<file path="config.mk">
export PLATFORM = sky130hd
export DESIGN_NAME = planar_twist_odometry_top
export DESIGN_NICKNAME = d
export VERILOG_FILES = /design/src/hw/rtl/ptodo_pkg.sv /design/src/hw/rtl/ptodo_cordic.sv /design/src/hw/rtl/ptodo_mac.sv /design/src/hw/rtl/ptodo_div.sv /design/src/hw/rtl/planar_twist_odometry_top.sv
export SDC_FILE = /design/constraint.sdc
export NUM_CORES = 2
export LEC_CHECK = 0
export BUFFER_PORTS_ARGS = -buffer_cell sky130_fd_sc_hd__buf_4
export CAP_MARGIN = 20
export CORE_ASPECT_RATIO = 1.2
export CORE_MARGIN = 3
export CORE_UTILIZATION = 45
export DETAILED_ROUTE_END_ITERATION = 6
export GPL_TIMING_DRIVEN = 0
export PLACE_DENSITY = 0.73
export SYNTH_ARGS = -nofsm -noshare
export SYNTH_HDL_FRONTEND = slang
export SYNTH_SLANG_ARGS = --single-unit
export TNS_END_PERCENT = 100
</file>
<file path="constraint.sdc">
create_clock -name i_clk -period 16.49 [get_ports i_clk]
set_input_delay 4.947 -clock i_clk [delete_from_list [all_inputs] [get_ports i_clk]]
set_output_delay 4.947 -clock i_clk [all_outputs]
set_load 0.02 [all_outputs]
</file>
<file path="src/hw/rtl/ptodo_pkg.sv">
// ----------------------------------------------------------------------------
// ptodo_pkg
// Shared types, widths and constants of the planar twist odometry block.
// ----------------------------------------------------------------------------
package ptodo_pkg;

    localparam int CORDIC_STEPS_DEF = 16;
    localparam int ANGLE_BITS_DEF   = 16;

    localparam int HEAD_W  = 16;
    localparam int POS_W   = 32;
    localparam int SPD_W   = 24;
    localparam int TRIG_W  = 34;
    localparam int MA_W    = 45;
    localparam int MB_W    = 34;
    localparam int ACC_W   = 80;
    localparam int NUM_W   = 60;
    localparam int DEN_W   = 46;
    localparam int QB      = 44;
    localparam int DIV_SH  = 14;
    localparam int FRAC_SH = 30;
    localparam int SUM_W   = ACC_W - FRAC_SH + 1;
    localparam int ADDR_W  = 4;

    localparam logic signed [TRIG_W-1:0] GAIN_Q30 = 34'sd652032874;
    localparam logic signed [TRIG_W-1:0] ONE_Q30  = 34'sd1073741824;
    localparam logic [30:0]              PI_Q29   = 31'd1686629713;
    localparam logic signed [ACC_W-1:0]  RND_HALF = ACC_W'(1) <<< (FRAC_SH - 1);

    localparam logic [31:0] ATAN_TBL [32] = '{
        32'h20000000, 32'h12E4051E, 32'h09FB385B, 32'h051111D4, 32'h028B0D43,
        32'h0145D7E1, 32'h00A2F61E, 32'h00517C55, 32'h0028BE53, 32'h00145F2F,
        32'h000A2F98, 32'h000517CC, 32'h00028BE6, 32'h000145F3, 32'h0000A2FA,
        32'h0000517D, 32'h000028BE, 32'h0000145F, 32'h00000A30, 32'h00000518,
        32'h0000028C, 32'h00000146, 32'h000000A3, 32'h00000051, 32'h00000029,
        32'h00000014, 32'h0000000A, 32'h00000005, 32'h00000003, 32'h00000001,
        32'h00000001, 32'h00000000
    };

    localparam logic [1:0] REG_START_HEADING = 2'd0;
    localparam logic [1:0] REG_START_X       = 2'd1;
    localparam logic [1:0] REG_START_Y       = 2'd2;

    localparam logic CMD_RESTART = 1'b1;

    typedef struct packed {
        logic                     cmd;
        logic signed [HEAD_W-1:0] turn_rate;
        logic signed [SPD_W-1:0]  speed_x;
        logic signed [SPD_W-1:0]  speed_y;
    } t_in_beat;

    typedef struct packed {
        logic signed [HEAD_W-1:0] pose_heading;
        logic signed [POS_W-1:0]  pose_x;
        logic signed [POS_W-1:0]  pose_y;
        logic                     saturated;
    } t_out_beat;

    typedef struct packed {
        logic start;
        logic clr;
        logic sub;
    } t_mac_ctl;

    typedef enum logic [3:0] {
        ST_IDLE, ST_TURN, ST_M1, ST_M2, ST_DIV1, ST_M3, ST_M4, ST_DIV2,
        ST_HEAD, ST_M5, ST_M6, ST_UPD_X, ST_M7, ST_M8, ST_UPD_Y, ST_OUT
    } t_state;

endpackage

</file>
<file path="src/hw/rtl/ptodo_cordic.sv">
// ----------------------------------------------------------------------------
// ptodo_cordic
// Iterative rotation-mode CORDIC, one micro-rotation per cycle, sin/cos in Q30.
// ----------------------------------------------------------------------------
module ptodo_cordic #(
    parameter int STEPS = ptodo_pkg::CORDIC_STEPS_DEF,
    parameter int ABITS = ptodo_pkg::ANGLE_BITS_DEF
) (
    input  logic                                  i_clk,
    input  logic                                  i_rst_n,
    input  logic                                  i_start,
    input  logic signed [ptodo_pkg::HEAD_W-1:0]   i_angle,
    output logic                                  o_done,
    output logic signed [ptodo_pkg::TRIG_W-1:0]   o_sin,
    output logic signed [ptodo_pkg::TRIG_W-1:0]   o_cos
);
    import ptodo_pkg::*;

    localparam int CW = $clog2(STEPS);

    logic                     r_busy, r_done, r_neg;
    logic [CW-1:0]            r_i;
    logic signed [TRIG_W-1:0] r_x, r_y;
    logic signed [ABITS:0]    r_z;

    logic signed [HEAD_W:0]       w_a, w_af;
    logic                         w_neg;
    logic signed [ABITS+HEAD_W:0] w_ze, w_zs;
    logic signed [ABITS:0]        w_z0, w_t;
    logic [4:0]                   w_k;
    logic [31:0]                  w_tf;
    logic signed [TRIG_W-1:0]     w_xs, w_ys;

    always_comb begin
        w_a   = (HEAD_W+1)'(i_angle);
        w_af  = w_a;
        w_neg = 1'b0;
        if (w_a > 17'sd16384) begin
            w_af  = w_a - 17'sd32768;
            w_neg = 1'b1;
        end else if (w_a < -17'sd16384) begin
            w_af  = w_a + 17'sd32768;
            w_neg = 1'b1;
        end
    end

    assign w_ze = (ABITS+HEAD_W+1)'(w_af);

    generate
        if (ABITS >= HEAD_W) begin : g_up
            assign w_zs = w_ze <<< (ABITS - HEAD_W);
        end else begin : g_dn
            assign w_zs = w_ze >>> (HEAD_W - ABITS);
        end
    endgenerate

    assign w_z0 = signed'(w_zs[ABITS:0]);
    assign w_k  = 5'(r_i);
    assign w_tf = ATAN_TBL[w_k] >> (32 - ABITS);
    assign w_t  = signed'({1'b0, w_tf[ABITS-1:0]});
    assign w_xs = r_x >>> w_k;
    assign w_ys = r_y >>> w_k;

    always_ff @(posedge i_clk) begin
        if (!i_rst_n) begin
            r_busy <= 1'b0;
            r_done <= 1'b0;
        end else begin
            r_done <= 1'b0;
            if (i_start) begin
                r_busy <= 1'b1;
            end else if (r_busy && r_i == CW'(STEPS - 1)) begin
                r_busy <= 1'b0;
                r_done <= 1'b1;
            end
        end
    end

    always_ff @(posedge i_clk) begin
        if (i_start) begin
            r_x   <= GAIN_Q30;
            r_y   <= '0;
            r_z   <= w_z0;
            r_i   <= '0;
            r_neg <= w_neg;
        end else if (r_busy) begin
            r_i <= r_i + 1'b1;
            if (!r_z[ABITS]) begin
                r_x <= r_x - w_ys;
                r_y <= r_y + w_xs;
                r_z <= r_z - w_t;
            end else begin
                r_x <= r_x + w_ys;
                r_y <= r_y - w_xs;
                r_z <= r_z + w_t;
            end
        end
    end

    assign o_done = r_done;
    assign o_sin  = r_neg ? -r_y : r_y;
    assign o_cos  = r_neg ? -r_x : r_x;

endmodule

</file>
<file path="src/hw/rtl/ptodo_mac.sv">
// ----------------------------------------------------------------------------
// ptodo_mac
// Bit-serial signed multiply-accumulate, one multiplier bit per cycle.
// ----------------------------------------------------------------------------
module ptodo_mac (
    input  logic                                 i_clk,
    input  logic                                 i_rst_n,
    input  ptodo_pkg::t_mac_ctl                  i_ctl,
    input  logic signed [ptodo_pkg::MA_W-1:0]    i_a,
    input  logic signed [ptodo_pkg::MB_W-1:0]    i_b,
    output logic                                 o_done,
    output logic signed [ptodo_pkg::ACC_W-1:0]   o_acc
);
    import ptodo_pkg::*;

    localparam int CW = $clog2(MB_W);

    logic                    r_busy, r_done, r_sub;
    logic [CW-1:0]           r_cnt;
    logic signed [ACC_W-1:0] r_acc, r_a;
    logic [MB_W-1:0]         r_b;
    logic                    w_last;

    assign w_last = (r_cnt == CW'(MB_W - 1));

    always_ff @(posedge i_clk) begin
        if (!i_rst_n) begin
            r_busy <= 1'b0;
            r_done <= 1'b0;
        end else begin
            r_done <= 1'b0;
            if (i_ctl.start) begin
                r_busy <= 1'b1;
            end else if (r_busy && w_last) begin
                r_busy <= 1'b0;
                r_done <= 1'b1;
            end
        end
    end

    always_ff @(posedge i_clk) begin
        if (i_ctl.start) begin
            r_a   <= ACC_W'(i_a);
            r_b   <= i_b;
            r_sub <= i_ctl.sub;
            r_cnt <= '0;
            if (i_ctl.clr) begin
                r_acc <= '0;
            end
        end else if (r_busy) begin
            if (r_b[0]) begin
                r_acc <= (r_sub ^ w_last) ? r_acc - r_a : r_acc + r_a;
            end
            r_a   <= r_a <<< 1;
            r_b   <= r_b >> 1;
            r_cnt <= r_cnt + 1'b1;
        end
    end

    assign o_done = r_done;
    assign o_acc  = r_acc;

endmodule

</file>
<file path="src/hw/rtl/ptodo_div.sv">
// ----------------------------------------------------------------------------
// ptodo_div
// Restoring divider for the arc step, one quotient bit per cycle.
// ----------------------------------------------------------------------------
module ptodo_div (
    input  logic                                 i_clk,
    input  logic                                 i_rst_n,
    input  logic                                 i_start,
    input  logic signed [ptodo_pkg::NUM_W-1:0]   i_num,
    input  logic [ptodo_pkg::DEN_W-1:0]          i_den,
    input  logic                                 i_den_neg,
    output logic                                 o_done,
    output logic signed [ptodo_pkg::MA_W-1:0]    o_quo
);
    import ptodo_pkg::*;

    localparam int CW    = $clog2(QB);
    localparam int DVD_W = NUM_W + DIV_SH;

    logic              r_busy, r_done, r_neg;
    logic [CW-1:0]     r_cnt;
    logic [DEN_W-1:0]  r_rem, r_den;
    logic [QB-1:0]     r_sh;

    logic [NUM_W-1:0]  w_mag;
    logic [DVD_W-1:0]  w_dvd;
    logic [DEN_W:0]    w_t;
    logic              w_ge;
    logic              w_last;

    assign w_mag  = i_num[NUM_W-1] ? NUM_W'(-i_num) : NUM_W'(i_num);
    assign w_dvd  = {w_mag, {DIV_SH{1'b0}}};
    assign w_t    = {r_rem, r_sh[QB-1]};
    assign w_ge   = (w_t >= {1'b0, r_den});
    assign w_last = (r_cnt == CW'(QB - 1));

    always_ff @(posedge i_clk) begin
        if (!i_rst_n) begin
            r_busy <= 1'b0;
            r_done <= 1'b0;
        end else begin
            r_done <= 1'b0;
            if (i_start) begin
                r_busy <= 1'b1;
            end else if (r_busy && w_last) begin
                r_busy <= 1'b0;
                r_done <= 1'b1;
            end
        end
    end

    always_ff @(posedge i_clk) begin
        if (i_start) begin
            r_rem <= DEN_W'(w_dvd[DVD_W-1:QB]);
            r_sh  <= w_dvd[QB-1:0];
            r_den <= i_den;
            r_neg <= i_num[NUM_W-1] ^ i_den_neg;
            r_cnt <= '0;
        end else if (r_busy) begin
            r_rem <= w_ge ? DEN_W'(w_t - {1'b0, r_den}) : DEN_W'(w_t);
            r_sh  <= {r_sh[QB-2:0], w_ge};
            r_cnt <= r_cnt + 1'b1;
        end
    end

    assign o_done = r_done;
    assign o_quo  = r_neg ? -signed'({1'b0, r_sh}) : signed'({1'b0, r_sh});

endmodule

</file>
<file path="src/hw/rtl/planar_twist_odometry_top.sv">
// ----------------------------------------------------------------------------
// planar_twist_odometry_top
// Planar pose integrator: arc step from a body twist, rotated by heading.
//
//   channel   direction  handshake                 beat
//   in        input      i_in_valid / o_in_stall   t_in_beat
//   out       output     o_out_valid / i_out_stall t_out_beat
//   config    input      APB psel/penable/pwrite   start pose registers
//
// Restart and zero-twist beats go straight to the output load. A straight
// twist runs the heading CORDIC and the rotation multiplies; a turning one
// first runs a CORDIC of the turn rate, the arc multiplies and divides. The
// bit-serial multiplier and divider set the run time.
// Reset is synchronous and clears pose, start registers and control.
// A held result in the output register stalls only the final load.
// ----------------------------------------------------------------------------
module planar_twist_odometry_top #(
    parameter int CORDIC_STEPS = ptodo_pkg::CORDIC_STEPS_DEF,
    parameter int ANGLE_BITS   = ptodo_pkg::ANGLE_BITS_DEF
) (
    input  logic                           i_clk,
    input  logic                           i_rst_n,
    input  logic                           i_in_valid,
    output logic                           o_in_stall,
    input  ptodo_pkg::t_in_beat            i_in_beat,
    output logic                           o_out_valid,
    input  logic                           i_out_stall,
    output ptodo_pkg::t_out_beat           o_out_beat,
    input  logic                           psel,
    input  logic                           penable,
    input  logic                           pwrite,
    input  logic [ptodo_pkg::ADDR_W-1:0]   paddr,
    input  logic [31:0]                    pwdata,
    output logic [31:0]                    prdata,
    output logic                           pready
);
    import ptodo_pkg::*;

    t_state r_state, n_state;
    logic   r_entry;

    logic signed [HEAD_W-1:0] r_start_heading, r_heading, r_w;
    logic signed [POS_W-1:0]  r_start_x, r_start_y, r_pos_x, r_pos_y;
    logic signed [SPD_W-1:0]  r_vx, r_vy;
    logic [DEN_W-1:0]         r_den;
    logic signed [TRIG_W-1:0] r_s1, r_omc;
    logic signed [MA_W-1:0]   r_bx, r_by;
    logic                     r_sat;
    t_out_beat                r_out;
    logic                     r_out_valid;

    logic                     w_accept, w_zero, w_out_ok;
    logic [HEAD_W-1:0]        w_absw;
    logic [DEN_W:0]           w_prod;

    logic                     w_cor_start, w_cor_done;
    logic signed [HEAD_W-1:0] w_cor_angle;
    logic signed [TRIG_W-1:0] w_sin, w_cos;

    t_mac_ctl                 w_mac_ctl;
    logic signed [MA_W-1:0]   w_mac_a;
    logic signed [MB_W-1:0]   w_mac_b;
    logic                     w_mac_done;
    logic signed [ACC_W-1:0]  w_acc, w_rnd;

    logic                     w_div_start, w_div_done;
    logic signed [MA_W-1:0]   w_quo;

    logic signed [SUM_W-1:0]  w_sum;
    logic signed [POS_W-1:0]  w_pos, w_pos_new;
    logic                     w_ovf;
    logic                     w_cfg_wr;

    assign w_accept = i_in_valid && (r_state == ST_IDLE);
    assign w_zero   = (i_in_beat.turn_rate == '0) && (i_in_beat.speed_x == '0)
                      && (i_in_beat.speed_y == '0);
    assign w_out_ok = !r_out_valid || !i_out_stall;
    assign w_absw   = i_in_beat.turn_rate[HEAD_W-1] ? HEAD_W'(-i_in_beat.turn_rate)
                                                    : HEAD_W'(i_in_beat.turn_rate);
    assign w_prod   = (DEN_W+1)'(w_absw) * (DEN_W+1)'(PI_Q29);

    // next state
    always_comb begin
        n_state = r_state;
        unique case (r_state)
            ST_IDLE: begin
                if (w_accept) begin
                    priority if (i_in_beat.cmd == CMD_RESTART || w_zero) begin
                        n_state = ST_OUT;
                    end else if (i_in_beat.turn_rate == '0) begin
                        n_state = ST_HEAD;
                    end else begin
                        n_state = ST_TURN;
                    end
                end
            end
            ST_TURN:  if (w_cor_done) n_state = ST_M1;
            ST_M1:    if (w_mac_done) n_state = ST_M2;
            ST_M2:    if (w_mac_done) n_state = ST_DIV1;
            ST_DIV1:  if (w_div_done) n_state = ST_M3;
            ST_M3:    if (w_mac_done) n_state = ST_M4;
            ST_M4:    if (w_mac_done) n_state = ST_DIV2;
            ST_DIV2:  if (w_div_done) n_state = ST_HEAD;
            ST_HEAD:  if (w_cor_done) n_state = ST_M5;
            ST_M5:    if (w_mac_done) n_state = ST_M6;
            ST_M6:    if (w_mac_done) n_state = ST_UPD_X;
            ST_UPD_X: n_state = ST_M7;
            ST_M7:    if (w_mac_done) n_state = ST_M8;
            ST_M8:    if (w_mac_done) n_state = ST_UPD_Y;
            ST_UPD_Y: n_state = ST_OUT;
            ST_OUT:   if (w_out_ok) n_state = ST_IDLE;
            default:  n_state = ST_IDLE;
        endcase
    end

    // unit control and operand select
    always_comb begin
        w_cor_start   = 1'b0;
        w_cor_angle   = r_w;
        w_mac_ctl     = '0;
        w_mac_a       = MA_W'(r_vx);
        w_mac_b       = r_s1;
        w_div_start   = 1'b0;
        unique case (r_state)
            ST_TURN: w_cor_start = r_entry;
            ST_HEAD: begin
                w_cor_start = r_entry;
                w_cor_angle = r_heading;
            end
            ST_M1: begin
                w_mac_ctl = '{start: r_entry, clr: 1'b1, sub: 1'b0};
            end
            ST_M2: begin
                w_mac_ctl = '{start: r_entry, clr: 1'b0, sub: 1'b1};
                w_mac_a   = MA_W'(r_vy);
                w_mac_b   = r_omc;
            end
            ST_M3: begin
                w_mac_ctl = '{start: r_entry, clr: 1'b1, sub: 1'b0};
                w_mac_b   = r_omc;
            end
            ST_M4: begin
                w_mac_ctl = '{start: r_entry, clr: 1'b0, sub: 1'b0};
                w_mac_a   = MA_W'(r_vy);
            end
            ST_M5: begin
                w_mac_ctl = '{start: r_entry, clr: 1'b1, sub: 1'b0};
                w_mac_a   = r_bx;
                w_mac_b   = w_cos;
            end
            ST_M6: begin
                w_mac_ctl = '{start: r_entry, clr: 1'b0, sub: 1'b1};
                w_mac_a   = r_by;
                w_mac_b   = w_sin;
            end
            ST_M7: begin
                w_mac_ctl = '{start: r_entry, clr: 1'b1, sub: 1'b0};
                w_mac_a   = r_bx;
                w_mac_b   = w_sin;
            end
            ST_M8: begin
                w_mac_ctl = '{start: r_entry, clr: 1'b0, sub: 1'b0};
                w_mac_a   = r_by;
                w_mac_b   = w_cos;
            end
            ST_DIV1, ST_DIV2: w_div_start = r_entry;
            default: begin
            end
        endcase
    end

    ptodo_cordic #(
        .STEPS (CORDIC_STEPS),
        .ABITS (ANGLE_BITS)
    ) u_cordic (
        .i_clk   (i_clk),
        .i_rst_n (i_rst_n),
        .i_start (w_cor_start),
        .i_angle (w_cor_angle),
        .o_done  (w_cor_done),
        .o_sin   (w_sin),
        .o_cos   (w_cos)
    );

    ptodo_mac u_mac (
        .i_clk   (i_clk),
        .i_rst_n (i_rst_n),
        .i_ctl   (w_mac_ctl),
        .i_a     (w_mac_a),
        .i_b     (w_mac_b),
        .o_done  (w_mac_done),
        .o_acc   (w_acc)
    );

    ptodo_div u_div (
        .i_clk     (i_clk),
        .i_rst_n   (i_rst_n),
        .i_start   (w_div_start),
        .i_num     (signed'(w_acc[NUM_W-1:0])),
        .i_den     (r_den),
        .i_den_neg (r_w[HEAD_W-1]),
        .o_done    (w_div_done),
        .o_quo     (w_quo)
    );

    // rounded step plus position, clipped to 32 bits
    assign w_rnd = w_acc + RND_HALF;
    assign w_pos = (r_state == ST_UPD_X) ? r_pos_x : r_pos_y;
    assign w_sum = SUM_W'(w_pos) + SUM_W'(signed'(w_rnd[ACC_W-1:FRAC_SH]));
    assign w_ovf = !((&w_sum[SUM_W-1:POS_W-1]) || !(|w_sum[SUM_W-1:POS_W-1]));
    assign w_pos_new = !w_ovf ? w_sum[POS_W-1:0]
                     : (w_sum[SUM_W-1] ? {1'b1, {(POS_W-1){1'b0}}}
                                       : {1'b0, {(POS_W-1){1'b1}}});

    always_ff @(posedge i_clk) begin
        if (!i_rst_n) begin
            r_state     <= ST_IDLE;
            r_entry     <= 1'b0;
            r_out_valid <= 1'b0;
        end else begin
            r_state <= n_state;
            r_entry <= (n_state != r_state);
            if (r_state == ST_OUT && w_out_ok) begin
                r_out_valid <= 1'b1;
            end else if (!i_out_stall) begin
                r_out_valid <= 1'b0;
            end
        end
    end

    // configuration
    assign w_cfg_wr = psel && penable && pwrite && pready;
    assign pready   = 1'b1;

    always_ff @(posedge i_clk) begin
        if (!i_rst_n) begin
            r_start_heading <= '0;
            r_start_x       <= '0;
            r_start_y       <= '0;
        end else if (w_cfg_wr) begin
            unique case (paddr[3:2])
                REG_START_HEADING: r_start_heading <= pwdata[HEAD_W-1:0];
                REG_START_X:       r_start_x       <= pwdata;
                REG_START_Y:       r_start_y       <= pwdata;
                default: begin
                end
            endcase
        end
    end

    always_comb begin
        unique case (paddr[3:2])
            REG_START_HEADING: prdata = {{(32-HEAD_W){1'b0}}, r_start_heading};
            REG_START_X:       prdata = r_start_x;
            REG_START_Y:       prdata = r_start_y;
            default:           prdata = '0;
        endcase
    end

    // pose state
    always_ff @(posedge i_clk) begin
        if (!i_rst_n) begin
            r_heading <= '0;
            r_pos_x   <= '0;
            r_pos_y   <= '0;
        end else begin
            if (w_accept && i_in_beat.cmd == CMD_RESTART) begin
                r_heading <= r_start_heading;
                r_pos_x   <= r_start_x;
                r_pos_y   <= r_start_y;
            end
            if (r_state == ST_UPD_X) begin
                r_pos_x <= w_pos_new;
            end
            if (r_state == ST_UPD_Y) begin
                r_pos_y   <= w_pos_new;
                r_heading <= r_heading + r_w;
            end
        end
    end

    // working operands
    always_ff @(posedge i_clk) begin
        if (w_accept) begin
            r_w   <= i_in_beat.turn_rate;
            r_vx  <= i_in_beat.speed_x;
            r_vy  <= i_in_beat.speed_y;
            r_den <= w_prod[DEN_W-1:0];
            r_sat <= 1'b0;
            r_bx  <= MA_W'(i_in_beat.speed_x);
            r_by  <= MA_W'(i_in_beat.speed_y);
        end
        if (r_state == ST_TURN && w_cor_done) begin
            r_s1  <= w_sin;
            r_omc <= ONE_Q30 - w_cos;
        end
        if (r_state == ST_DIV1 && w_div_done) begin
            r_bx <= w_quo;
        end
        if (r_state == ST_DIV2 && w_div_done) begin
            r_by <= w_quo;
        end
        if (r_state == ST_UPD_X || r_state == ST_UPD_Y) begin
            r_sat <= r_sat | w_ovf;
        end
        if (r_state == ST_OUT && w_out_ok) begin
            r_out.pose_heading <= r_heading;
            r_out.pose_x       <= r_pos_x;
            r_out.pose_y       <= r_pos_y;
            r_out.saturated    <= r_sat;
        end
    end

    assign o_in_stall  = (r_state != ST_IDLE);
    assign o_out_valid = r_out_valid;
    assign o_out_beat  = r_out;

endmodule

</file>
==> flow_metrics.env <==
export IMPL_status="finished, final reports clean"
export IMPL_switching_power_uw=9500
export IMPL_numCtsBuffers=100
export IMPL_synth_cells=7743
export IMPL_grt_pass1_vias=60400
export IMPL_finClkSkew_ns=0.0853
export IMPL_p_per_area_nw_per_um2=248
export IMPL_finalSetupTns_ns=0
export IMPL_crit_required_ns=17.08
export IMPL_grt_pass1_wl_microns=360000
export IMPL_rsz0062_at_grt="no"
export IMPL_cp_slowest_stage_delay_ns=0.62
export IMPL_drtIter0Drc=6677
export IMPL_fin_nets=8831
export IMPL_cap_violations=0
export IMPL_period_needed_ns=13.97
export IMPL_synth_adder_area_share_pct=12.7
export IMPL_hold_violations=0
export IMPL_synth_xor_xnor_area_share_pct=8.36
export IMPL_end_kind="flip-flop"
export IMPL_hpwl_microns=190000
export IMPL_pwr_share_seq_pct=20.6
export IMPL_cts_tree="built"
export IMPL_clk_latency_ns=0.79
export IMPL_gp_congestion=1.00
export IMPL_n_fill_cell=14300
export IMPL_die_y_microns=443
export IMPL_cts_root_buf="clkbuf_16"
export IMPL_h_tree_depth=3
export IMPL_drive_gt1_share_pct=7.41
export IMPL_critPathSlowestCell="or4b_2"
export IMPL_synthDistinctLibCells=91
export IMPL_ys_ff_latch=955
export IMPL_combPwrFrac_pct=67.1
export IMPL_seq_area_frac_synth_pct=36.1
export IMPL_postCtsSetupBuffers=0
export IMPL_max_freq_mhz=71.6
export IMPL_critPathMaxFanout=16
export IMPL_area_growth_pct=11.7
export IMPL_synth_area_leaders="edfxtp_1 (28%), ha_1 (8.2%), dfxtp_1 (8.0%), nand2_1 (4.8%), fa_1 (4.5%)"
export IMPL_syn_avg_cell_area_sq_um=9.24
export IMPL_slew_headroom_pct=18.6
export IMPL_synth_top_area_share_pct=28.1
export IMPL_yosys_warnings=0
export IMPL_grt_remaining_overflow=0
export IMPL_fp_dieW_microns=370
export IMPL_synth_top_family_by_area="compound AO/OA/AOI/OAI gates"
export IMPL_synth_mux_area_share_pct=4.80
export IMPL_io_buffers=220
export IMPL_start_util_pct=45.5
export IMPL_setup_viol=0
export IMPL_slew_violations=0
export IMPL_design_core_area_sq_um=157000
export IMPL_vdd_drop_max_v=0.000278
export IMPL_fp_row_count=159
export IMPL_worst_setup_path_type="in -> reg"
export IMPL_firstDrtPassIters=6
export IMPL_placedInstanceArea_sq_um=76400
export IMPL_cellInternalPower_uw=10300
export IMPL_synth_nets=8479
export IMPL_synthArstFlopShare_pct=0
export IMPL_routed_via_density=6.07
export IMPL_start_kind="input port"
export IMPL_final_cell_area_sq_um=80000
export IMPL_worstMarginPinSlew_ns=1.22
export IMPL_seqCellArea_sq_um=25800
export IMPL_vias=62400
export IMPL_synth_largest_area_cell="edfxtp_1"
export IMPL_wl_microns=241000
export IMPL_antenna_found_initial=6
export IMPL_clock_sinks=955
export IMPL_routedWlPerCell_microns=23.4
export IMPL_drcViolationCount=0
export IMPL_synth_compound_area_share_pct=18.8
export IMPL_cts_hold_buf=0
export IMPL_min_period_over_period_pct=84.7
export IMPL_clk_path_buf_depth=3
export IMPL_synthesis_area_sq_um=71600
export IMPL_p_leak_uw=0.0322
export IMPL_ys_flop_type="edfxtp_1"
export IMPL_synthSimpleGateAreaFrac_pct=15.0
export IMPL_pwr_share_clk_pct=12.3
export IMPL_cts_resized=0
export IMPL_grt_max_degree=94
export IMPL_die_area_sq_um=164000
export IMPL_synth_edf_count=669
export IMPL_ioPinCount=224
export IMPL_post_route_util_pct=50.8
export IMPL_multiInputGateArea_sq_um=42800
export IMPL_swShare_pct=47.9
export IMPL_hold_class="reg -> reg"
export IMPL_drtAntennaViolNets=0
export IMPL_arrival_ns=14.57
export IMPL_clkTransAtPathRegs_ns=0.06
export IMPL_grt_use_total_pct=28.3
-- logic make-up (layout without fill, tap and decap cells) --
logic type,Yosys count,after routing
buffers and inverters,818,1256
AOI/OAI and AO/OA,2083,2083
xor gates and xnor gates,683,683
muxes,244,244
other,1,2
DFF,955,955
adders and majority gates,628,628
and+or+nand+nor,2331,2331
-- synthesized netlist by cell type, drive strengths merged, types with 30 or more instances --
cell type,instances
mux4,77
or3,76
and2,33
a31oi,90
a22oi,30
a211oi,70
a211o,65
inv,385
a21oi,507
o21ai,487
xor2,320
o211ai,31
a21boi,161
or4,40
a222oi,31
o21a,47
nand2,913
edfxtp,669
nor3,92
nor2,558
mux2i,141
nor2b,57
o31ai,82
nand2b,74
or2,31
xnor2,363
nand3,217
ha,468
fa,160
and3,58
clkbuf,362
nand4,80
nor4,52
dfxtp,286
a21o,215
o41ai,38
a221oi,34
o21bai,60
buf,67
-- worst max-delay path: cells and delay by family --
family	cells	cell delay [ns]
buf+inv	6	0.81
fa+ha+maj	8	3.73
compound gates	9	2.69
xor+xnor	1	0.38
simple gates	7	1.92
-- power groups by stage --
stage | clock network [uW] | logic (uW) | registers [uW]
finish | 2440 | 13300 | 4090
floorplan | 0 | 9860 | 3950
global placement | 0 | 12600 | 4160
detailed placement | 0 | 13000 | 4110
global route | 2550 | 14700 | 4130
CTS | 2460 | 13100 | 4070
-- final cells by class --
class                      count  area share (%)
clock buffer                 126            3.51
tap                         2093            3.28
sequential                   955            32.3
timing repair buffer         250            2.62
inverter                     389            1.83
multi-input combinational   5970            53.5
antenna                        1         0.00313
buffer                       429            2.05
clock inverter                62           0.906
-- per-layer routing --
metal	wire, microns	GRT usage, %	share of wire, %
met5	13	0	0.0054
met4	14300	15.1	5.9
met3	17900	3.77	7.4
met2	116000	48.2	48
met1	92900	34.8	39
-- final timing paths --
check / endpoint / slack, ns / startpoint / cells past startpoint
setup / recovery: r_den[42] / 2.52 / i_in_beat[48] / 31
hold / removal: u_div.r_den[21] / 0.39 / r_den[21] / 0
setup reg to reg: r_pos_x[17] / 7.25 / r_state[3] / 23
hold reg to reg: u_div.r_den[21] / 0.39 / r_den[21] / 0
-- cell usage in the layout, fill, tap and decap left out, types with 320 or more instances in the layout --
cell type / instances
xnor2_1: 356
ha_1: 468
xor2_1: 320
nand2_1: 910
clkbuf_1: 373
inv_1: 383
o21ai_0: 483
a21oi_1: 506
nor2_1: 557
edfxtp_1: 669
-- per-stage QoR --
step	power, uW	hold slack (ns)	worst slack [ns]	instances
CTS	19700	0.392	2.51	10300
detailed placement	17200	0.405	1.78	10100
global placement	16800	0.401	1.41	10100
finish	19800	0.393	2.52	10300
global route	21300	0.401	2.02	10300
floorplan	13800	0.400	3.45	7743
-- state kept, by name, indices dropped and copies added (netlist names), 17 cells and up --
signal / cells
o_out_beat: 81
u_mac.o_acc: 80
u_mac.r_a: 80
u_div.r_den: 46
u_div.r_rem: 46
r_bx: 45
r_by: 45
r_den: 45
u_div.r_sh: 44
r_omc: 34
r_s1: 34
u_cordic.r_x: 34
u_cordic.r_y: 34
u_mac.r_b: 34
r_pos_x: 32
r_pos_y: 32
r_start_x: 32
r_start_y: 32
r_vx: 24
r_vy: 24
u_cordic.r_z: 17
Power figures use the tool's default switching activity.
